===== src/design/dfo_ram.sv =====
// Generic simple dual-port RAM with one write port and a registered read port.
// No dependencies.
module dfo_ram #(
    parameter int WIDTH = 16,
    parameter int DEPTH = 16
) (
    input  logic                     aclk,
    input  logic                     we,
    input  logic [$clog2(DEPTH)-1:0] waddr,
    input  logic [WIDTH-1:0]         wdata,
    input  logic [$clog2(DEPTH)-1:0] raddr,
    output logic [WIDTH-1:0]         rdata
);
    logic [WIDTH-1:0] mem [DEPTH];

    always_ff @(posedge aclk) begin
        if (we) begin
            mem[waddr] <= wdata;
        end
        rdata <= mem[raddr];
    end
endmodule


===== config.mk =====
export PLATFORM = sky130hd
export DESIGN_NAME = dfo_ram
export DESIGN_NICKNAME = d
export VERILOG_FILES = /design/src/design/dfo_ram.sv
export SDC_FILE = /design/constraint.sdc
export NUM_CORES = 1
export LEC_CHECK = 0
export BUFFER_PORTS_ARGS = -buffer_cell sky130_fd_sc_hd__buf_2
export CAP_MARGIN = 0
export CORE_MARGIN = 2
export CORE_UTILIZATION = 60
export CTS_CLUSTER_SIZE = 25
export DETAILED_ROUTE_END_ITERATION = 16
export PLACE_DENSITY_LB_ADDON = 0.25
export SLEW_MARGIN = 20
export SYNTH_ARGS = -nofsm -noshare
export SYNTH_HDL_FRONTEND = slang
export SYNTH_SLANG_ARGS = --single-unit

===== constraint.sdc =====
create_clock -name aclk -period 6.95 [get_ports aclk]
set_input_delay 2.085 -clock aclk [delete_from_list [all_inputs] [get_ports aclk]]
set_output_delay 2.085 -clock aclk [all_outputs]
set_load 0.02 [all_outputs]

After elaboration in Yosys (flattened, before gate mapping)
Memories as Yosys holds them, arrays and structs flattened. A register that Yosys moved wholly into a read port is not among the register bits.
Cells that the tools add are included.
- muxes and demuxes: 2
- operators with widths (kind ; number):
    $mux 1 ; 2
- input port bits: 26
- flip-flop bits (word level): 0
- RAM bits: 256
- memories: 1
- memory list (memory ; depth ; width ; read ports ; clocked after memory_dff ; wr ports ; RTL line ; RTL):
    mem ; 16 ; 16 ; 1 ; 1 ; 1 ; 14 ; logic [WIDTH-1:0] mem [DEPTH];

Depth between registers and ports, before layout
- word-level depth: 2
- depth in mapped cells: 5

Least setup slack after synthesis
Ideal clock, no wire load.
- kind: input-to-reg
- start: input port waddr[2]
- end: memory mem[0][0], enable pin
- setup slack: 2.810 ns
- arrival: 3.731 ns
- stages on the path: 2
- library setup time: 0.409 ns
- cell sequence: or3b_2 nor3_1
- RTL lines (what ; RTL line ; RTL):
    start: declaration ; 9 ; input logic [$clog2(DEPTH)-1:0] waddr,
    end: declaration ; 14 ;
Straight into the memory's write port.

==> run summary <==
vias in the first global route: 4891
Max Root-Sink Buffers: 3
Num CTS Buffers: 27
layout cells sized above 1: 0.3199
CTS resizes: 0
drt pass-1 iters: 5
drt initial violations: 489
top cell type's share of synthesized area: 0.7654
number of antenna-violating nets in the routed design: 0
area of the multi-input gates: 1967 sq um
Hold Crit Start: mem[14][10]$_DFFE_PP_
HP Class: reg -> reg
GP Congestion: 0.7060
clock power share: 0.411
Initial Util: 0.6100
Final Hold Viols: 0
EDFF count, synth: 256
Die W: 133.4 um
DR WL/cell: 27.78 um
hpwl dp: 10.64 mm
syn nets: 458
RSZ-0062 raised after global routing: false
P_leak: 3.763 nW
ys async rst share: 0
count of cell types in the netlist: 19
root buffer cell: clkbuf_16
endpoints failing setup: 0
Synth Cell Area: 10040 sq um
IO Count: 42
via count: 4708
Crit Path Max Fanout: 42
Worst-path clk slew: 0.06 ns
most frequent cells after synthesis: edfxtp_1 (256), mux4_2 (54), a22oi_1 (32)
total gr overflow: 0
Hold Path Depth: 3
die area: 17790 sq um
DRT Wirelength: 20.62 mm
GRT Total Usage: 0.2425
sequential power share: 0.539
FP Rows: 47
status: complete, no violations
Slew Viols, Final: 0
Rel. slew slack: 0.2997
Worst Skew: 0.01430 ns
Least-Margin Pin Slew: 1.050 ns
dominant cell type by area after synthesis: edfxtp_1
DR vias/cell: 6.345
initial antenna violation count: 0
P_sw: 0.0006851 W
Max H-tree Level: 1
Ys Warns: 0
crit path time final: 3.775 ns
Combinational Power Share: 0.050
Int Power: 0.002736 W
Hold Buf Count CTS: 0
post-synthesis average cell area: 23.25 sq um
area post-placement: 10610 sq um
first-pass GRT wire length: 30.42 mm
FF+latch area: 8008 sq um
Crit. End Element: register
main flop type after synthesis: edfxtp_1
max cap viols: 0
# fillers: 991
Seq cells post-synth: 272
reg2reg path depth: 3
worst r2r src: mem[9][9]$_DFFE_PP_
final std cells w/o fill: 742
r2r endpoint: rdata[9]$_DFF_P_
Synth area leaders: edfxtp_1 (77%), mux4_2 (12%), dfxtp_1 (3.2%)
fin crit share: 0.5432
r2r setup slk: 5.60 ns
CP Launch Type: primary input
Sw Share: 0.2003
postcts setup bufs: 0
Critical Path AT: 4.19 ns
# nets final: 527
Hold Path Sink: rdata[10]$_DFF_P_
TritonCTS clock tree: done
Total Negative Setup Slacks: 0 ns
DIE HEIGHT: 133.4 um
n_diodes: 0
largest net degree at the start of global routing: 43
post-synthesis sequential area ratio: 0.7973
Remaining DRCs: 0
Layout area overhead: 14.24%
cells after synthesis: 432
VDD IR max: 212.3 uV
CP required: 7.36 ns
kind of critical path: in -> reg
Cell Pwr Density: 298.1 nW/um^2
Design Area, Final: 11470 sq um
max frequency: 264.9 MHz
core area: 16470 sq um
most common cell in the synthesized netlist: edfxtp_1
CTS Sinks: 272
clock latency on the worst-skew pair: 0.53 ns
IO Port Bufs: 41
Inst Count DP: 692
registers in the layout, summed over array words and instances, names as in the netlist:
name   flops
mem      256
rdata     16
cell families (layout without fill, tap and decap cells):
kind of cell | Yosys count | after routing | share of synthesized area
and+or+nand+nor | 43 | 43 | 0.01918
buffers and inverters | 21 | 111 | 0.01233
DFF | 272 | 272 | 0.7973
muxes | 64 | 64 | 0.1473
AOI/OAI and AO/OA | 32 | 32 | 0.02392
worst max path at each step:
stage                   from             endpoint  cells past startpoint
floorplan           waddr[2]  mem[0][0]$_DFFE_PP_                      2
global placement    raddr[0]    rdata[11]$_DFF_P_                      5
detailed placement  raddr[0]    rdata[11]$_DFF_P_                      5
CTS                 raddr[0]    rdata[11]$_DFF_P_                      5
global route        raddr[0]    rdata[11]$_DFF_P_                      5
finish              raddr[0]    rdata[11]$_DFF_P_                      5
through the flow:
stage	setup slack, ns	hold WS (ns)	util	power [W]
after floorplan	2.810	0.6349	-	0.001979
after detailed placement	2.576	0.6520	0.6442	0.002050
after global placement	2.622	0.6438	0.6439	0.002042
after CTS	3.082	0.6681	0.6968	0.003445
final	3.175	0.6614	0.6968	0.003421
after global routing	2.939	0.6888	0.6968	0.003521
cell usage in the layout, fill, tap and decap left out:
cell type / count
mux4_2: 54
dfxtp_1: 16
nor2b_1: 2
nor2_2: 11
a22oi_1: 32
inv_8: 1
nand2_1: 17
clkinv_2: 2
edfxtp_1: 256
clkbuf_1: 6
clkbuf_16: 27
clkinv_1: 9
bufinv_16: 3
nor3_2: 4
or3b_2: 1
nand3b_1: 2
nand2b_1: 2
nor2_4: 1
inv_6: 1
mux4_1: 10
and2_1: 1
nand3_1: 1
nor2_1: 1
buf_2: 40
clkbuf_8: 1
buf_4: 21
power groups by stage:
stage | Combinational, W | Clock, W | Sequential (W)
finish | 0.000171 | 0.00141 | 0.00184
global route | 0.000184 | 0.00149 | 0.00185
CTS | 0.000173 | 0.00143 | 0.00184
detailed placement | 0.000171 | 0 | 0.00188
global placement | 0.000166 | 0 | 0.00188
floorplan | 0.0000894 | 0 | 0.00189
critical path, stage by stage:
cell     delay [ns]
buf_4          0.61
buf_4          0.54
mux4_1         0.62
a22oi_1        0.23
nand2_1        0.08
layout make-up:
type | instances | share of cell area
clock inverter | 16 | 0.01341
timing repair buffer | 61 | 0.03119
multi-input combinational | 139 | 0.1714
tap | 220 | 0.02399
clock buffer | 34 | 0.06205
sequential | 272 | 0.6979
routing by layer:
metal | wire, um | global-route usage | share of wire
met5 | 0 | 0 | 0
met4 | 693 | 0.09752 | 0.034
met3 | 1542 | 0.04871 | 0.075
met2 | 10110 | 0.3832 | 0.49
met1 | 8273 | 0.3417 | 0.40
Note: power is estimated with default switching activity, not from simulation.
