===== config.mk =====
export PLATFORM = sky130hd
export DESIGN_NAME = dfo_rng
export DESIGN_NICKNAME = d
export VERILOG_FILES = /design/src/design/dfo_pkg.sv /design/src/design/dfo_rng.sv
export SDC_FILE = /design/constraint.sdc
export NUM_CORES = 1
export LEC_CHECK = 0
export BUFFER_PORTS_ARGS = -buffer_cell sky130_fd_sc_hd__buf_4
export CORE_MARGIN = 10
export CORE_UTILIZATION = 50
export DETAILED_ROUTE_END_ITERATION = 10
export GPL_TIMING_DRIVEN = 0
export PLACE_DENSITY = 0.77
export SETUP_SLACK_MARGIN = 0.05
export SYNTH_ARGS = -nofsm -noshare
export SYNTH_HDL_FRONTEND = slang
export SYNTH_SLANG_ARGS = --single-unit

===== constraint.sdc =====
create_clock -name aclk -period 2 [get_ports aclk]
set_input_delay 0.1 -clock aclk [delete_from_list [all_inputs] [get_ports aclk]]
set_output_delay 0.1 -clock aclk [all_outputs]
set_load 0.02 [all_outputs]

===== src/design/dfo_pkg.sv =====
// Package for the dispersive flies optimiser core: sizes, command codes,
// state encoding and the generator control bundle. No dependencies.
package dfo_pkg;

    localparam int MAX_FLIES  = 64;
    localparam int MAX_COEFFS = 16;
    localparam int COORD_W    = 16;
    localparam int FLY_W      = 6;
    localparam int CO_W       = 4;
    localparam int POS_AW     = FLY_W + CO_W;
    localparam int POS_DEPTH  = MAX_FLIES * MAX_COEFFS;
    localparam int DIST_W     = 38;
    localparam int MUL_W      = COORD_W + 1;
    localparam int PROD_W     = 2 * MUL_W;

    localparam logic [1:0] CMD_LOAD_TARGET = 2'd0;
    localparam logic [1:0] CMD_LOAD_FLY    = 2'd1;
    localparam logic [1:0] CMD_SCATTER     = 2'd2;
    localparam logic [1:0] CMD_RUN         = 2'd3;

    localparam logic [2:0] REG_NUM_FLIES  = 3'd0;
    localparam logic [2:0] REG_NUM_COEFFS = 3'd1;
    localparam logic [2:0] REG_ITERATIONS = 3'd2;
    localparam logic [2:0] REG_LOWER      = 3'd3;
    localparam logic [2:0] REG_UPPER      = 3'd4;
    localparam logic [2:0] REG_THRESHOLD  = 3'd5;
    localparam logic [2:0] REG_SEED       = 3'd6;

    typedef enum logic [19:0] {
        ST_IDLE    = 20'h00001,
        ST_SC_DRAW = 20'h00002,
        ST_SC_MUL  = 20'h00004,
        ST_SC_WR   = 20'h00008,
        ST_D_RD    = 20'h00010,
        ST_D_MUL   = 20'h00020,
        ST_D_ACC   = 20'h00040,
        ST_F_RD    = 20'h00080,
        ST_F_CMP   = 20'h00100,
        ST_U_START = 20'h00200,
        ST_U_L     = 20'h00400,
        ST_U_R     = 20'h00800,
        ST_U_DEC   = 20'h01000,
        ST_M_RDB   = 20'h02000,
        ST_M_RDF   = 20'h04000,
        ST_M_MUL   = 20'h08000,
        ST_M_WR    = 20'h10000,
        ST_E_RD    = 20'h20000,
        ST_E_LD    = 20'h40000,
        ST_E_HOLD  = 20'h80000
    } state_t;

    typedef struct packed {
        logic        step;
        logic        load;
        logic [31:0] seed;
    } rng_ctrl_t;

endpackage


===== src/design/dfo_rng.sv =====
// Xorshift32 generator for the optimiser core, stepped once per draw.
// Depends on dfo_pkg.
module dfo_rng (
    input  logic              aclk,
    input  logic              aresetn,
    input  dfo_pkg::rng_ctrl_t ctrl,
    output logic [31:0]       word
);
    import dfo_pkg::*;

    logic [31:0] word_reg, word_next, x1, x2;

    always_comb begin
        x1 = word_reg ^ (word_reg << 13);
        x2 = x1 ^ (x1 >> 17);
        word_next = word_reg;
        if (ctrl.load) begin
            word_next = (ctrl.seed == 32'd0) ? 32'd1 : ctrl.seed;
        end else if (ctrl.step) begin
            word_next = x2 ^ (x2 << 5);
        end
    end

    always_ff @(posedge aclk) begin
        if (!aresetn) begin
            word_reg <= 32'd1;
        end else begin
            word_reg <= word_next;
        end
    end

    assign word = word_reg;

    a_nonzero: assert property (@(posedge aclk) disable iff (!aresetn) word_reg != 32'd0)
        else $error("generator word is zero");
endmodule


# After elaboration in Yosys (flattened, before gate mapping)
# Index checks and enable logic that the tools add are counted.
# classes
add_sub_neg	0
mul	0
n_div	0
order_cmp	0
eq_ne	0
shift	0
muxes	3
bitwise_logic	3
reduce_logical	2
# op_table
cell	n
2-to-1 mux 32 bit	3
bitwise XOR 32 bit	2
zero test 32 bit	1
bitwise XOR 32 x 15 -> 32 bit	1
nonzero test 2 bit	1
# totals
register_bits	32
latchBits	0
mem_bits_rw	0
rom_bits	0
inputBits	36
out_inout_bits	32
elab_cells	9
n_memories	0

# Logic depth before layout (Yosys ltp)
# logic_depth
ltp_word	5
depth_mapped	6
ltp_nobuf	4

# Worst setup path after synthesis
# No wires, ideal clock.
# synth_path
path_type	register to register
from	reg word_reg[13], in the netlist word[13]
to	reg word_reg[14], in the netlist word[14]
setup_ns	0.122
arrival_time_ns	1.621
t_required_ns	1.878
setup_slack_ns	0.257
path_stages_with_launch	5
n_path_buf	0
period_less_slack_ns	1.743
cell_sequence	dfxtp_1 -> xnor3_1 -> xnor3_2 -> mux2i_1 -> a311o_1
# synth_via
elab_chain_cells	5
# synth_rtl
element	line_no	text
from (decl)	dfo_rng.sv:11	logic [31:0] word_reg, word_next, x1, x2;
from (signal assigned)	dfo_rng.sv:28	word_reg <= word_next;
bitwise XOR 32 bit	dfo_rng.sv:14	x1 = word_reg ^ (word_reg << 13);
bitwise XOR 32 x 15 -> 32 bit	dfo_rng.sv:15	x2 = x1 ^ (x1 >> 17);
bitwise XOR 32 bit	dfo_rng.sv:20	word_next = x2 ^ (x2 << 5);
2-to-1 mux 32 bit	dfo_rng.sv:19	end else if (ctrl.step) begin
2-to-1 mux 32 bit	dfo_rng.sv:17	if (ctrl.load) begin
# No other way between the ends. The select of a mux whose other input is x is not followed.
# A chain may end at the register's enable or synchronous reset.

# Worst setup path after layout
# Same ends and word-level chain as after synthesis.

==> impl_metrics.py <==
metrics = {
    "timing": {
        "slew_headroom_pct": 56.83,
        "setup_tns_ns": 0,
        "max_freq_mhz": 563.2,
        "rsz0062_at_grt": "no",
        "drv_slew": 0,
        "hold_viol_final": 0,
        "hold_ws_ns": 0.07664,
        "setup_viol": 0,
        "post-route-min-period_ns": 1.776,
        "worst_pin_slew_ns": 0.6476,
        "finalClockSkew_ns": 0.006146,
        "timing.final.ws_setup_ns": 0.2244,
        "fin_crit_sh_pct": 88.78,
    },
    "setup_path": {
        "reg2reg_setup_slack_ns": 0.22,
        "path_max_fanout": 5,
        "critical_path_class": "reg -> reg",
        "ff2ff_path_depth": 4,
        "crit_family": "XOR/XNOR gates",
        "critPathLaunch": "word[13]$_SDFFE_PN0P_",
        "max_stage_delay_ns": 0.51,
        "end_kind": "flip-flop",
        "arrival_ns": 1.95,
        "reg2reg_to": "word[14]$_SDFFE_PN0P_",
        "startpoint_type": "flip-flop",
        "path_cells": "xnor3_1, xnor3_2, mux2i_1, a311o_1",
        "slowest_stage": "xnor3_1",
        "r2r-start": "word[13]$_SDFFE_PN0P_",
        "required_ns": 2.17,
        "crit_buf_inv": 0,
    },
    "job": {
        "max_cap_viol_count": 0,
    },
    "clocking": {
        "path_clk_slew_ns": 0.07,
        "cts_sinks": 32,
        "clockBufferDepth": 2,
        "cts-resized-gates": 0,
        "clk_latency_ns": 0.29,
        "cts.hold.buffers_added": 0,
        "root_buffer": "clkbuf_8",
        "tritoncts": "built",
        "post-cts-setup-buffer-count": 0,
        "cts-htree-levels": 2,
        "cts_buffers": 5,
    },
    "synth": {
        "synth.ff_latch_count": 32,
        "avgSynthCellArea_um2": 9.532,
        "ys_warn_count": 0,
        "ys_seq_area_share_pct": 26.99,
        "synth.distinct_cells": 32,
        "syn_area_um2": 2374,
        "syn_nets": 285,
        "netlist_instances": 249,
    },
    "pwr": {
        "p_int_w": 0.001717,
        "clock_power_share_pct": 19.8,
        "p_per_area_nw_per_um2": 889.3,
        "cellLeakagePower_nw": 1.319,
        "seqPwrFrac_pct": 31.1,
        "pwr-share-comb_pct": 49.1,
        "peakVddDrop_v": 0.0004366,
        "swShare_pct": 36.20,
        "switching_power_w": 0.0009742,
    },
    "detailed_routing": {
        "detailedRoute.firstIterationViolations": 243,
        "antenna_left": 0,
        "totalWireLength_mm": 8.017,
        "vias": 2308,
        "via_per_inst": 6.122,
        "wl_per_cell_um": 21.27,
        "drc": 0,
        "firstDrtPassIters": 5,
    },
    "global_routing": {
        "globalRouteTotalUtil_pct": 20.17,
        "overflow": 0,
        "grt_max_degree": 11,
        "grt_pass1_vias": 2199,
        "antenna_found_initial": 0,
        "grt_pass1_wl_mm": 12.01,
    },
    "die": {
        "die_area_um2": 7903,
        "start_util_pct": 50.93,
        "core-area_um2": 4661,
        "std_cell_rows": 25,
        "io-pin-count": 68,
        "fp.dieH_um": 88.90,
        "die_x_um": 88.90,
    },
    "min_path": {
        "holdPathEnd": "word[14]$_SDFFE_PN0P_",
        "worstHoldPathCells": 2,
        "hp-class": "in -> reg",
        "hp-start": "ctrl[14]",
    },
    "placement": {
        "io_buffers": 66,
        "hpwl_mm": 6.046,
        "place_congestion": 0.9465,
        "dp_worst_setup_slack_ns": 0.2440,
    },
    "layout": {
        "final_nets": 358,
        "multi_input_area_um2": 1627,
        "layout-drive-gt1-share_pct": 26.63,
        "seqCellArea_um2": 640.6,
        "area_growth_syn_to_layout_pct": 27.52,
        "antenna_cells": 0,
        "fill_cells": 389,
        "largest_reg_flops": 32,
    },
    "run_status": {
        "status": "complete, no violations",
    },
}
==> worst max-delay path by stage <==
stage	to	cells after the start
2_1_floorplan	word[14]$_SDFFE_PN0P_	4
5_1_grt	word[14]$_SDFFE_PN0P_	4
3_5_place_dp	word[24]$_SDFFE_PN0P_	5
4_1_cts	word[14]$_SDFFE_PN0P_	4
3_3_place_gp	word[14]$_SDFFE_PN0P_	4
6_report	word[14]$_SDFFE_PN0P_	4
==> final cells by class <==
class                   instances  area share, %
multi-input cells             191          53.74
flip-flops and latches         32          21.17
repair buffers                 66          16.37
plain buffers                  22          3.018
clock buffers                   8          2.976
well taps                      54          2.232
inverters                       4         0.4961
==> power by group through the flow <==
stage,clock [W],sequential [W],combinational [W]
global placement,0,0.000847,0.00129
floorplan,0,0.000926,0.000869
CTS,0.000537,0.000836,0.00132
finish,0.000533,0.000838,0.00132
detailed placement,0,0.000851,0.00131
global route,0.000550,0.000850,0.00142
==> through the flow <==
step                power (W)  cell area (um^2)  util, %  cells
global placement     0.002139              2937    63.01    369
finish               0.002691              3027    64.94    377
floorplan            0.001795              2374        -    249
global route         0.002818              3027    64.94    377
CTS                  0.002690              3027    64.94    377
detailed placement   0.002159              2937    63.01    369
==> layer usage <==
metal	vias up	global-route usage, %	part of all wire (%)
met1	1096	25.26	41
met4	0	9.251	2.5
met3	21	6.472	11
li1	1051	-	-
met5	-	0	0
met2	140	30.78	46
==> logic make-up (layout without fill, tap and decap cells) <==
kind of cell              Yosys count  in the layout  share of synthesized area [%]
and+or+nand+nor                    71             71                          16.87
xor gates and xnor gates           65             65                          36.53
AOI/OAI and AO/OA                  54             54                          14.71
DFF                                32             32                          26.99
buffers and inverters              26            100                          4.480
muxes                               1              1                         0.4217
==> cell usage after synthesis <==
cell | count | area share, %
buf_1 | 3 | 0.47
xnor2_1 | 33 | 12
nor4_1 | 8 | 2.1
xnor3_2 | 1 | 1.0
a311o_1 | 1 | 0.42
buf_2 | 7 | 1.5
nand2_1 | 5 | 0.79
a211oi_1 | 23 | 7.3
dfxtp_1 | 32 | 27
o21ai_0 | 21 | 4.4
nor3b_1 | 2 | 0.63
nor3_2 | 2 | 0.84
or3_1 | 3 | 0.79
a31oi_1 | 4 | 1.1
or4_1 | 1 | 0.32
nor2_1 | 27 | 4.3
and4_2 | 1 | 0.42
nand4_1 | 1 | 0.26
a211o_1 | 1 | 0.37
nor4b_1 | 1 | 0.37
xor2_2 | 1 | 0.69
a211oi_2 | 1 | 0.53
mux2i_1 | 1 | 0.42
a21oi_1 | 3 | 0.63
clkbuf_1 | 12 | 1.9
inv_1 | 4 | 0.63
xor2_1 | 10 | 3.7
xnor3_1 | 20 | 19
nand3_1 | 1 | 0.21
and4_4 | 1 | 0.47
and4_1 | 10 | 3.7
nor3_1 | 8 | 1.7
==> placed cells by master, fill, tap and decap left out, types with 2 or more instances in the layout <==
| cell | Yosys | routed |
|---|---|---|
| a211oi_1 | 23 | 23 |
| a21oi_1 | 3 | 3 |
| a31oi_1 | 4 | 4 |
| and4_1 | 10 | 10 |
| buf_1 | 3 | 3 |
| buf_2 | 7 | 7 |
| buf_4 | 0 | 66 |
| clkbuf_1 | 12 | 14 |
| clkbuf_8 | 0 | 6 |
| dfxtp_1 | 32 | 32 |
| inv_1 | 4 | 4 |
| nand2_1 | 5 | 5 |
| nor2_1 | 27 | 27 |
| nor3_1 | 8 | 8 |
| nor3_2 | 2 | 2 |
| nor3b_1 | 2 | 2 |
| nor4_1 | 8 | 8 |
| o21ai_0 | 21 | 21 |
| or3_1 | 3 | 3 |
| xnor2_1 | 33 | 33 |
| xnor3_1 | 20 | 20 |
| xor2_1 | 10 | 10 |
Power figures use the tool's default switching activity.
