[src/design/dfo_pkg.sv]
// Package for the dispersive flies optimiser core: sizes, command codes,
// state encoding and the generator control bundle. No dependencies.
package dfo_pkg;

    localparam int MAX_FLIES  = 64;
    localparam int MAX_COEFFS = 16;
    localparam int COORD_W    = 16;
    localparam int FLY_W      = 6;
    localparam int CO_W       = 4;
    localparam int POS_AW     = FLY_W + CO_W;
    localparam int POS_DEPTH  = MAX_FLIES * MAX_COEFFS;
    localparam int DIST_W     = 38;
    localparam int MUL_W      = COORD_W + 1;
    localparam int PROD_W     = 2 * MUL_W;

    localparam logic [1:0] CMD_LOAD_TARGET = 2'd0;
    localparam logic [1:0] CMD_LOAD_FLY    = 2'd1;
    localparam logic [1:0] CMD_SCATTER     = 2'd2;
    localparam logic [1:0] CMD_RUN         = 2'd3;

    localparam logic [2:0] REG_NUM_FLIES  = 3'd0;
    localparam logic [2:0] REG_NUM_COEFFS = 3'd1;
    localparam logic [2:0] REG_ITERATIONS = 3'd2;
    localparam logic [2:0] REG_LOWER      = 3'd3;
    localparam logic [2:0] REG_UPPER      = 3'd4;
    localparam logic [2:0] REG_THRESHOLD  = 3'd5;
    localparam logic [2:0] REG_SEED       = 3'd6;

    typedef enum logic [19:0] {
        ST_IDLE    = 20'h00001,
        ST_SC_DRAW = 20'h00002,
        ST_SC_MUL  = 20'h00004,
        ST_SC_WR   = 20'h00008,
        ST_D_RD    = 20'h00010,
        ST_D_MUL   = 20'h00020,
        ST_D_ACC   = 20'h00040,
        ST_F_RD    = 20'h00080,
        ST_F_CMP   = 20'h00100,
        ST_U_START = 20'h00200,
        ST_U_L     = 20'h00400,
        ST_U_R     = 20'h00800,
        ST_U_DEC   = 20'h01000,
        ST_M_RDB   = 20'h02000,
        ST_M_RDF   = 20'h04000,
        ST_M_MUL   = 20'h08000,
        ST_M_WR    = 20'h10000,
        ST_E_RD    = 20'h20000,
        ST_E_LD    = 20'h40000,
        ST_E_HOLD  = 20'h80000
    } state_t;

    typedef struct packed {
        logic        step;
        logic        load;
        logic [31:0] seed;
    } rng_ctrl_t;

endpackage

[src/design/dfo_mul.sv]
// Shared signed multiplier of the optimiser core with a registered product.
// Depends on dfo_pkg.
module dfo_mul (
    input  logic                               aclk,
    input  logic signed [dfo_pkg::MUL_W-1:0]   a,
    input  logic signed [dfo_pkg::MUL_W-1:0]   b,
    output logic signed [dfo_pkg::PROD_W-1:0]  p
);
    import dfo_pkg::*;

    always_ff @(posedge aclk) begin
        p <= a * b;
    end
endmodule

[config.mk]
export PLATFORM = sky130hd
export DESIGN_NAME = dfo_mul
export DESIGN_NICKNAME = d
export VERILOG_FILES = /design/src/design/dfo_pkg.sv /design/src/design/dfo_mul.sv
export SDC_FILE = /design/constraint.sdc
export NUM_CORES = 1
export LEC_CHECK = 0
export BUFFER_PORTS_ARGS = -buffer_cell sky130_fd_sc_hd__clkbuf_2
export CORE_UTILIZATION = 59
export CTS_BUF_LIST = sky130_fd_sc_hd__clkbuf_8
export DETAILED_ROUTE_END_ITERATION = 16
export GPL_TIMING_DRIVEN = 0
export HOLD_SLACK_MARGIN = 0.08
export PLACE_DENSITY = 0.87
export RECOVER_POWER = 100
export SLEW_MARGIN = 20
export SYNTH_ARGS = -nofsm -noshare
export SYNTH_HDL_FRONTEND = slang
export SYNTH_SLANG_ARGS = --single-unit
export TNS_END_PERCENT = 50
[constraint.sdc]
create_clock -name aclk -period 6.24 [get_ports aclk]
set_input_delay 0.624 -clock aclk [delete_from_list [all_inputs] [get_ports aclk]]
set_output_delay 0.624 -clock aclk [all_outputs]
set_load 0.03 [all_outputs]
### Word level (Yosys, flattened, before mapping)

Index checks and enable logic that the tools add are counted.

* register bits: 34
* input port bits: 35
* output and inout bits: 34
* logic and storage cells: 2

* $mul: 1

Operator list (number)
* multiplier 17 x 17 -> 34 bit: 1

### Longest topological paths before layout

Gate-level depths: netlist (run 1).

* word-level depth: 1
* mapped depth: 24
* gate-level depth less buffers: 22

### Worst setup path after synthesis (run 1)

No wires, ideal clock.

* path type: input port to flip-flop
* start: in b[8] in the netlist's numbering
* end: reg p[31] in the netlist's numbering
* setup time: 123 ps
* data arrival time: 6339 ps
* required time: 6117 ps
* slack: -222 ps
* stages on the path: 24
* buffers on the path: 3
* cell sequence: clkbuf_1 -> clkbuf_1 -> nand2_1 -> fa_1 -> inv_1 -> fa_1 -> inv_1 -> fa_1 -> inv_1 -> fa_1 -> fa_1 -> inv_1 -> fa_1 -> inv_1 -> ha_1 -> buf_6 -> a21oi_2 -> nand2_1 -> a221oi_2 -> a311oi_1 -> or4b_4 -> a31oi_4 -> o21bai_1 -> xor2_1

* longest elaborated chain between the ends: 1

RTL lines
* start, declared: line dfo_mul.sv:6 `input logic signed [dfo_pkg::MUL_W-1:0] b,`
* multiplier 17 x 17 -> 34 bit: line dfo_mul.sv:12 `p <= a * b;`
* end signal, assigned: line dfo_mul.sv:12
* end, declared: line dfo_mul.sv:7 `output logic signed [dfo_pkg::PROD_W-1:0] p`

No other way between the ends.

### Final worst setup path (run 1)

* start: in b[5] in the netlist's numbering
* end: reg p[32] in the netlist's numbering

The elaborated chain is that of the path after synthesis.

==> flow_metrics.py, run 1 <==
metrics = {
    "drt": {
        "total_number_of_vias": 9005,
        "dr.pass1.iters": 5,
        "route.detailed.drc": 0,
        "initial_detailed_routing_violation_count": 638,
        "wl_um": 31600,
        "vias_per_std_cell": 5.62,
        "ant_nets": 0,
        "wire_per_inst_um": 19.7,
    },
    "timing": {
        "post-route-period-util_pct": 101,
        "timing.fmax_mhz": 158,
        "period_minus_slack_ns": 6.33,
        "fin_ws_ns": -0.0904,
        "hold_viol": 0,
        "final_max_slew_viol_count": 0,
        "unrepaired_setup_endpoints_after_global_routing": "yes",
        "tightest_slew_ns": 0.638,
        "setup_viol": 5,
        "max-slew-margin-rel_pct": 57.0,
    },
    "run_status": {
        "violations_in_the_final_reports": "negative setup slack",
        "outcome": "complete, but fails checks",
    },
    "placed_design": {
        "dpl.cell_count": 1563,
        "hpwlAfterDp_um": 24600,
        "port_bufs": 65,
        "routabilityCongestion": 0.977,
    },
    "yosys": {
        "synthesis.area_mm2": 0.0116,
        "sequential_cell_area_fraction_in_the_yosys_report_pct": 5.85,
        "synth_cell_types": 50,
        "synth_edf_count": 0,
        "synth-async-reset-ratio_pct": 0,
        "postSynthCellCount": 1238,
        "synth_area_per_cell_um2": 9.40,
        "synth-seq-cells": 34,
        "mappedNetlistNets": 1654,
        "number_of_warning_messages_in_the_yosys_log": 0,
        "leading_register_cell_type_out_of_synthesis": "sky130_fd_sc_hd__dfxtp_1",
    },
    "final_layout": {
        "largest_register_ffs": 34,
        "multi_input_comb_area_mm2": 0.00982,
        "drive_above_1_share_pct": 12.1,
        "layout.filler_cells": 1383,
        "largestRegisters": "p x34",
        "final-instance-count-excl-fill": 1603,
        "layout.area.seq_um2": 681,
        "synthToLayoutAreaGrowth_pct": 14.9,
        "finalNetCount": 1756,
        "top_register": "p",
    },
    "die": {
        "initial_core_util_pct": 61.2,
        "chip_height_um": 142,
        "num_rows": 50,
        "fp.dieArea_mm2": 0.0203,
        "die-width_um": 142,
        "ios": 69,
        "area_of_the_core_mm2": 0.0190,
    },
    "critical_path": {
        "path_cells": "clkbuf_16, buf_8, buf_4, and2_1, fa_2, inv_1, fa_2, fa_2, inv_1, fa_2, fa_1, inv_1, fa_1, inv_1, ha_2, a21oi_1, o21ai_0, a211oi_1, nor2_1, a21oi_2, o211a_1, o21ai_0, a211o_1",
        "setup.worst_path.class": "input pin to flip-flop",
        "cp_top_family": "adder cells",
        "critical_path.max_fanout": 7,
        "slowest_delay_ns": 0.58,
        "critical_path.startpoint_type": "input pin",
        "cp_max_delay_cell": "sky130_fd_sc_hd__fa_2",
        "crit_arrival_ns": 6.54,
        "worst-path-buf-inv": 7,
        "required_arrival_time_at_the_worst_endpoint_ns": 6.45,
        "critical_path_sink_type": "flip-flop",
    },
    "min_path": {
        "min_path_cells": 2,
        "hold_start": "a[0]",
        "hold_path.class": "input pin to flip-flop",
        "destination_of_the_worst_hold_path": "p[0]",
    },
    "clock_tree": {
        "cts-buffers-inserted": 5,
        "cts_root_buf": "sky130_fd_sc_hd__clkbuf_8",
        "tritoncts": "built",
        "cts.reportedPaths.clkPinSlew_ns": 0.08,
        "cts.sink_count": 34,
        "htree_num_levels": 2,
        "max-clock-path-buffers": 2,
    },
    "run": {
        "timing.max_cap.violations": 0,
    },
    "grt": {
        "grt.overflow.total": 0,
        "grtUsageTotal_pct": 33.4,
        "pin_count_of_the_biggest_net_entering_global_routing": 18,
        "grt_pass1_vias": 9932,
        "antenna_found_initial": 2,
        "grt_pass1_wl_um": 50500,
    },
}
==> placed cells by master (no fill, tap or decap), types with 9 or more instances in the layout <==
| cell type | netlist | layout |
|---|---|---|
| sky130_fd_sc_hd__ha_1 | 85 | 76 |
| sky130_fd_sc_hd__inv_1 | 311 | 303 |
| sky130_fd_sc_hd__o21ai_0 | 16 | 15 |
| sky130_fd_sc_hd__dfxtp_1 | 34 | 34 |
| sky130_fd_sc_hd__and2_1 | 148 | 142 |
| sky130_fd_sc_hd__inv_2 | 0 | 9 |
| sky130_fd_sc_hd__fa_1 | 296 | 281 |
| sky130_fd_sc_hd__a21oi_1 | 17 | 16 |
| sky130_fd_sc_hd__buf_4 | 0 | 40 |
| sky130_fd_sc_hd__clkbuf_1 | 39 | 36 |
| sky130_fd_sc_hd__clkbuf_2 | 1 | 12 |
| sky130_fd_sc_hd__a21o_1 | 10 | 9 |
| sky130_fd_sc_hd__fa_2 | 0 | 15 |
| sky130_fd_sc_hd__clkbuf_16 | 0 | 17 |
| sky130_fd_sc_hd__xnor2_1 | 26 | 25 |
| sky130_fd_sc_hd__nor2_1 | 32 | 32 |
| sky130_fd_sc_hd__clkbuf_8 | 0 | 16 |
| sky130_fd_sc_hd__nand2_1 | 142 | 139 |
==> cells in the mapped netlist (all sizes together), types with 5 or more instances <==
| cell | n | area [um^2] |
|---|---|---|
| inv | 311 | 1170 |
| nand2 | 142 | 533 |
| xnor2 | 26 | 228 |
| a21oi | 18 | 93.8 |
| fa | 296 | 5930 |
| a21o | 11 | 83.8 |
| clkbuf | 40 | 151 |
| nand3 | 8 | 40.0 |
| nand4 | 5 | 31.3 |
| o21ai | 20 | 104 |
| a31oi | 5 | 46.3 |
| o21a | 6 | 45.0 |
| nor2 | 32 | 120 |
| and2 | 148 | 926 |
| ha | 85 | 1060 |
| dfxtp | 34 | 681 |
==> routing by layer <==
metal	global-route usage, %	part of all wire, %
met5	0	0.051
met4	18.2	5.6
met3	7.34	8.7
met2	56.5	49
met1	39.9	37
==> worst max-delay path by stage <==
stage,slack [ns],cells past startpoint,to,startpoint
after floorplan,0.01,23,p[31],b[8]
after global placement,-1.08,23,p[31],a[7]
after detailed placement,-1.20,21,p[31],a[8]
after CTS,-0.04,24,p[31],b[5]
after global routing,-0.18,23,p[32],a[7]
final,-0.09,23,p[32],b[5]
==> cell families after synthesis <==
| kind of cell | after synthesis | share of synthesized area, % |
|---|---|---|
| DFF | 34 | 5.85 |
| xor gates and xnor gates | 30 | 2.26 |
| adders and majority gates | 381 | 60.1 |
| buffers and inverters | 354 | 11.5 |
| and+or+nand+nor | 356 | 15.4 |
| AOI/OAI and AO/OA | 82 | 4.80 |
| muxes | 1 | 0.0860 |
==> timing repair <==
item,in CTS,in global routing
resized for setup,148,53
hold buffers,0,0
setup endpoints to repair,16,11
buffers inserted,29,10
pin swaps,19,32
gates cloned,0,1
==> stage by stage <==
stage	TNS, ns	setup WS [ns]	hold WS, ns	cell area [um^2]	utilization [%]
4_1_cts	-0.0390	-0.0390	0.810	13200	69.5
3_5_place_dp	-15.17	-1.20	0.975	12300	64.7
6_report	-0.203	-0.0904	0.840	13400	70.3
5_1_grt	-0.981	-0.178	0.837	13400	70.3
3_3_place_gp	-13.16	-1.08	0.971	12300	64.7
2_1_floorplan	0	0.00970	0.746	11700	-
==> area by class of cell <==
type	count	area share [%]
multi-input cells	850	73.4
inverters	311	8.73
repair buffers	105	5.63
flip-flops and latches	34	5.09
plain buffers	33	3.98
well taps	260	2.43
clock buffers	6	0.617
clock inverters	2	0.0655
diodes	2	0.0374
Power of run 1 is not shown: default switching activity piles up to over one toggle a cycle in this logic, so the estimate is an artifact.
==> run 2, diff against run 1 <==
--- a/config.mk
+++ b/config.mk
@@ -13,6 +13,7 @@
 export HOLD_SLACK_MARGIN = 0.08
 export PLACE_DENSITY = 0.87
 export RECOVER_POWER = 100
+export SETUP_SLACK_MARGIN = 0.4
 export SLEW_MARGIN = 20
 export SYNTH_ARGS = -nofsm -noshare
 export SYNTH_HDL_FRONTEND = slang
==> constraint.sdc (replaced) <==
create_clock -name aclk -period 5.8 [get_ports aclk]
set_input_delay 0.58 -clock aclk [delete_from_list [all_inputs] [get_ports aclk]]
set_output_delay 0.58 -clock aclk [all_outputs]
set_load 0.03 [all_outputs]
==> run 2 against run 1 <==
Compared with the run above:
- the flow still finishes with violations (negative setup slack)
- via count grew 8.9%
- core utilization grew 4.3 points
- non-clock buffer count grew 43
- critical endpoint is now p[31]
==> flow_metrics.py, run 2 (synthesized netlist as in run 1, its figures left out) <==
metrics = {
    "final_layout": {
        "top_register": "p",
        "synthToLayoutAreaGrowth_pct": 21.9,
        "layout.filler_cells": 1128,
        "layout_common_cells": "sky130_fd_sc_hd__inv_1 (296), sky130_fd_sc_hd__fa_1 (281), sky130_fd_sc_hd__and2_1 (140)",
        "drive_above_1_share_pct": 20.4,
        "finalNetCount": 1799,
        "largest_register_ffs": 34,
        "layout_commonest_cell": "sky130_fd_sc_hd__inv_1",
        "fin_area_mm2": 0.0142,
        "largestRegisters": "p x34",
    },
    "timing": {
        "setup_viol": 11,
        "timing.fmax_mhz": 154,
        "hold_viol": 0,
        "period_minus_slack_ns": 6.49,
        "unrepaired_setup_endpoints_after_global_routing": "yes",
        "tightest_slew_ns": 0.571,
        "post-route-period-util_pct": 112,
        "final_max_slew_viol_count": 0,
        "max-slew-margin-rel_pct": 61.6,
        "fin_ws_ns": -0.691,
    },
    "drt": {
        "wl_um": 38700,
        "total_number_of_vias": 9805,
        "dr.pass1.iters": 9,
        "vias_per_std_cell": 5.95,
        "initial_detailed_routing_violation_count": 904,
        "wire_per_inst_um": 23.5,
        "route.detailed.drc": 0,
        "ant_nets": 0,
    },
    "critical_path": {
        "setup.worst_path.class": "input pin to flip-flop",
        "critical_path.max_fanout": 6,
        "required_arrival_time_at_the_worst_endpoint_ns": 6.05,
        "crit_arrival_ns": 6.74,
        "critical_path_sink_type": "flip-flop",
        "critical_path.startpoint_type": "input pin",
    },
    "die": {
        "num_rows": 50,
        "chip_height_um": 142,
        "fp.dieArea_mm2": 0.0203,
        "ios": 69,
        "area_of_the_core_mm2": 0.0190,
        "die-width_um": 142,
        "initial_core_util_pct": 61.2,
    },
    "run_status": {
        "violations_in_the_final_reports": "negative setup slack",
        "outcome": "complete, but fails checks",
    },
    "grt": {
        "antenna_found_initial": 3,
        "grt.overflow.total": 0,
        "grt_pass1_vias": 10298,
        "grtUsageTotal_pct": 35.4,
        "pin_count_of_the_biggest_net_entering_global_routing": 11,
        "grt_pass1_wl_um": 53300,
    },
    "clock_tree": {
        "cts_root_buf": "sky130_fd_sc_hd__clkbuf_8",
        "cts.reportedPaths.clkPinSlew_ns": 0.07,
        "max-clock-path-buffers": 2,
        "cts-buffers-inserted": 5,
        "htree_num_levels": 2,
        "tritoncts": "built",
        "cts.sink_count": 34,
    },
    "placed_design": {
        "hpwlAfterDp_um": 24200,
        "placement.cell_area_mm2": 0.0124,
        "routabilityCongestion": 0.973,
        "port_bufs": 65,
    },
    "min_path": {
        "hold_path.class": "input pin to flip-flop",
    },
    "run": {
        "timing.max_cap.violations": 0,
    },
}
## run 2: cell count changes in the layout (fill, tap and decap cells not counted), sizes merged
| cell | change |
|---|---|
| diode | +2 |
| clkinv | -1 |
| inv | +1 |
| buf | +58 |
| clkbuf | -16 |
## run 2: critical path, cell delays in order
cell                        delay, ns
sky130_fd_sc_hd__clkbuf_16       0.12
sky130_fd_sc_hd__clkbuf_16       0.15
sky130_fd_sc_hd__buf_12          0.13
sky130_fd_sc_hd__nand2_2         0.09
sky130_fd_sc_hd__fa_1            0.77
sky130_fd_sc_hd__inv_1           0.16
sky130_fd_sc_hd__fa_2            0.62
sky130_fd_sc_hd__fa_2            0.48
sky130_fd_sc_hd__fa_1            0.53
sky130_fd_sc_hd__fa_1            0.45
sky130_fd_sc_hd__fa_1            0.52
sky130_fd_sc_hd__ha_2            0.32
sky130_fd_sc_hd__a211oi_1        0.24
sky130_fd_sc_hd__o21ai_1         0.11
sky130_fd_sc_hd__a21o_1          0.19
sky130_fd_sc_hd__a21o_2          0.22
sky130_fd_sc_hd__or4b_4          0.54
sky130_fd_sc_hd__a31oi_4         0.26
sky130_fd_sc_hd__o21bai_1        0.10
sky130_fd_sc_hd__xor2_1          0.14
## run 2: stage by stage
| stage | setup TNS [ns] | utilization, % | setup slack [ns] | cells | hold WS, ns |
|---|---|---|---|---|---|
| 6_report | -3.51 | 74.6 | -0.691 | 1647 | 0.612 |
| 5_1_grt | -4.95 | 74.6 | -0.741 | 1644 | 0.611 |
| 4_1_cts | -1.50 | 71.0 | -0.416 | 1605 | 0.604 |
| 3_5_place_dp | -15.75 | 65.1 | -1.40 | 1563 | 0.939 |
| 3_3_place_gp | -13.78 | 65.1 | -1.33 | 1563 | 0.933 |
| 2_1_floorplan | -0.839 | - | -0.327 | 1238 | 0.702 |
## run 2: path summary, 6_finish.rpt
check / from / to / cells after the start
setup / recovery: a[7] / p[31] / 20
hold / removal: b[0] / p[0] / 2
## run 2: area by class of cell
type	count	area, um^2	area share (%)
flip-flops and latches	34	681	4.80
clock buffers	5	68.8	0.485
inverters	311	1170	8.25
multi-input cells	850	10000	70.7
repair buffers	138	1170	8.28
well taps	260	325	2.29
plain buffers	43	716	5.04
clock inverters	2	7.51	0.0529
diodes	4	10.0	0.0706
## run 2: what timing repair did
item                                    in CTS  in global routing
setup buffers                               34                 35
pin swaps                                   46                 74
endpoints found under the setup margin      21                 20
gates resized for setup                    181                140
hold buffers                                 0                  0
gates cloned                                 1                  3
## run 2: layer usage
metal	GRT usage [%]	vias up	routed length [um]
met5	0	-	39
met4	17.5	2	3390
met3	10.5	328	5120
met2	57.6	778	17700
met1	42.9	4788	12400
li1	-	3909	-
Power of run 2 is left out for the same reason.
==> run 3, diff against run 2 <==
--- a/config.mk
+++ b/config.mk
@@ -18,4 +18,3 @@
 export SYNTH_ARGS = -nofsm -noshare
 export SYNTH_HDL_FRONTEND = slang
 export SYNTH_SLANG_ARGS = --single-unit
-export TNS_END_PERCENT = 50
==> run 3 against run 2 <==
Compared with the run above:
- the flow still finishes with violations (negative setup slack)
- worst setup slack better by 0.31 ns
- cell area down 2.4%
- critical path depth is 1 higher
- die area unchanged
- hold slack improved by 0.025 ns
- first-iteration DRC count fell by 14%
- cell count shrank 1.5%
- sequential share of layout area up 0.12 points
- critical endpoint unchanged
==> flow_metrics.py, run 3 (synthesized netlist as in run 1, its figures left out) <==
metrics = {
    "run_status": {
        "outcome": "complete, but fails checks",
        "violations_in_the_final_reports": "negative setup slack",
    },
    "die": {
        "die-width_um": 142,
        "area_of_the_core_mm2": 0.0190,
        "initial_core_util_pct": 61.2,
        "chip_height_um": 142,
        "fp.dieArea_mm2": 0.0203,
        "num_rows": 50,
        "ios": 69,
    },
    "grt": {
        "grt_pass1_vias": 10220,
        "grtUsageTotal_pct": 35.5,
        "grt.overflow.total": 0,
        "grt_pass1_wl_um": 53400,
        "pin_count_of_the_biggest_net_entering_global_routing": 11,
        "antenna_found_initial": 0,
    },
    "clock_tree": {
        "htree_num_levels": 2,
        "cts_root_buf": "sky130_fd_sc_hd__clkbuf_8",
        "cts.sink_count": 34,
        "tritoncts": "built",
        "cts-hold-fix-buffers": 0,
        "cts-buffers-inserted": 5,
        "cts.reportedPaths.clkPinSlew_ns": 0.08,
        "max-clock-path-buffers": 2,
    },
    "timing": {
        "setup_viol": 9,
        "hold_viol": 0,
        "max-slew-margin-rel_pct": 73.6,
        "tightest_slew_ns": 0.398,
        "setup_tns_ns": -1.80,
        "unrepaired_setup_endpoints_after_global_routing": "yes",
        "fin_ws_ns": -0.384,
        "period_minus_slack_ns": 6.18,
        "timing.fmax_mhz": 162,
        "final_max_slew_viol_count": 0,
        "post-route-period-util_pct": 107,
    },
    "critical_path": {
        "setup.worst_path.class": "input pin to flip-flop",
        "critical_path.max_fanout": 6,
        "crit_arrival_ns": 6.40,
        "critical_path.startpoint_type": "input pin",
        "required_arrival_time_at_the_worst_endpoint_ns": 6.02,
        "critical_path_sink_type": "flip-flop",
    },
    "drt": {
        "ant_nets": 0,
        "total_number_of_vias": 9346,
        "initial_detailed_routing_violation_count": 773,
        "wire_per_inst_um": 21.2,
        "vias_per_std_cell": 5.76,
        "wl_um": 34400,
        "route.detailed.drc": 0,
        "dr.pass1.iters": 5,
    },
    "final_layout": {
        "largestRegisters": "p x34",
        "layout_common_cells": "sky130_fd_sc_hd__inv_1 (297), sky130_fd_sc_hd__fa_1 (279), sky130_fd_sc_hd__and2_1 (141)",
        "largest_register_ffs": 34,
        "layout.filler_cells": 1191,
        "final_core_utilization_pct": 72.8,
        "layout.area.seq_um2": 681,
        "drive_above_1_share_pct": 15.9,
        "final-instance-count-excl-fill": 1623,
        "layout_commonest_cell": "sky130_fd_sc_hd__inv_1",
        "top_register": "p",
        "synthToLayoutAreaGrowth_pct": 19.0,
        "multi_input_comb_area_mm2": 0.00998,
        "finalNetCount": 1775,
    },
    "placed_design": {
        "placement.setup.worst_slack_ns": -1.37,
        "port_bufs": 65,
        "dpl.cell_count": 1563,
        "hpwlAfterDp_um": 23900,
        "routabilityCongestion": 0.973,
    },
    "run": {
        "timing.max_cap.violations": 0,
    },
    "min_path": {
        "hold_path.class": "input pin to flip-flop",
    },
}
## run 3: critical path, stage by stage
cell and delay, ns:
sky130_fd_sc_hd__clkbuf_16 0.14, sky130_fd_sc_hd__clkbuf_16 0.15, sky130_fd_sc_hd__buf_4 0.13, sky130_fd_sc_hd__and2_1 0.16, sky130_fd_sc_hd__fa_1 0.53, sky130_fd_sc_hd__inv_1 0.06, sky130_fd_sc_hd__fa_2 0.54, sky130_fd_sc_hd__fa_2 0.45
sky130_fd_sc_hd__fa_1 0.54, sky130_fd_sc_hd__inv_1 0.05, sky130_fd_sc_hd__fa_1 0.45, sky130_fd_sc_hd__fa_1 0.50, sky130_fd_sc_hd__ha_2 0.32, sky130_fd_sc_hd__a21o_1 0.23, sky130_fd_sc_hd__a221oi_4 0.27, sky130_fd_sc_hd__buf_6 0.17
sky130_fd_sc_hd__a311oi_4 0.11, sky130_fd_sc_hd__or4b_4 0.53, sky130_fd_sc_hd__a31oi_4 0.25, sky130_fd_sc_hd__o21bai_1 0.10, sky130_fd_sc_hd__xor2_1 0.14
## run 3: metrics by stage
| stage | hold WS [ns] | instance area [um^2] |
|---|---|---|
| 2_1_floorplan | 0.702 | 11700 |
| 3_3_place_gp | 0.932 | 12400 |
| 3_5_place_dp | 0.936 | 12400 |
| 4_1_cts | 0.598 | 13600 |
| 5_1_grt | 0.629 | 13800 |
| 6_report | 0.637 | 13800 |
## run 3: final timing paths
| kind | startpoint | endpoint | cells past startpoint |
|---|---|---|---|
| setup / recovery | b[5] | p[31] | 21 |
| hold / removal | b[0] | p[0] | 2 |
## run 3: cell type report
cell class	count	area share [%]
multi-input cells	850	72.0
plain buffers	43	4.85
flip-flops and latches	34	4.92
inverters	311	8.45
repair buffers	114	6.69
diodes	3	0.0542
clock inverters	2	0.0632
clock buffers	6	0.596
well taps	260	2.35
## run 3: per-layer routing
metal	part of all wire (%)	GRT usage (%)
met1	33	41.6
met2	48	57.9
met4	6.4	20.7
met5	0	0
met3	12	10.9
## run 3: repair_timing
| item | in CTS | in global routing |
|---|---|---|
| resized for setup | 198 | 78 |
| buffers inserted | 35 | 13 |
| pin swaps | 40 | 52 |
| setup endpoints to repair | 21 | 20 |
| gates cloned | 1 | 0 |
| endpoints found under the hold margin | 0 | 0 |
Power of run 3 is left out for the same reason.
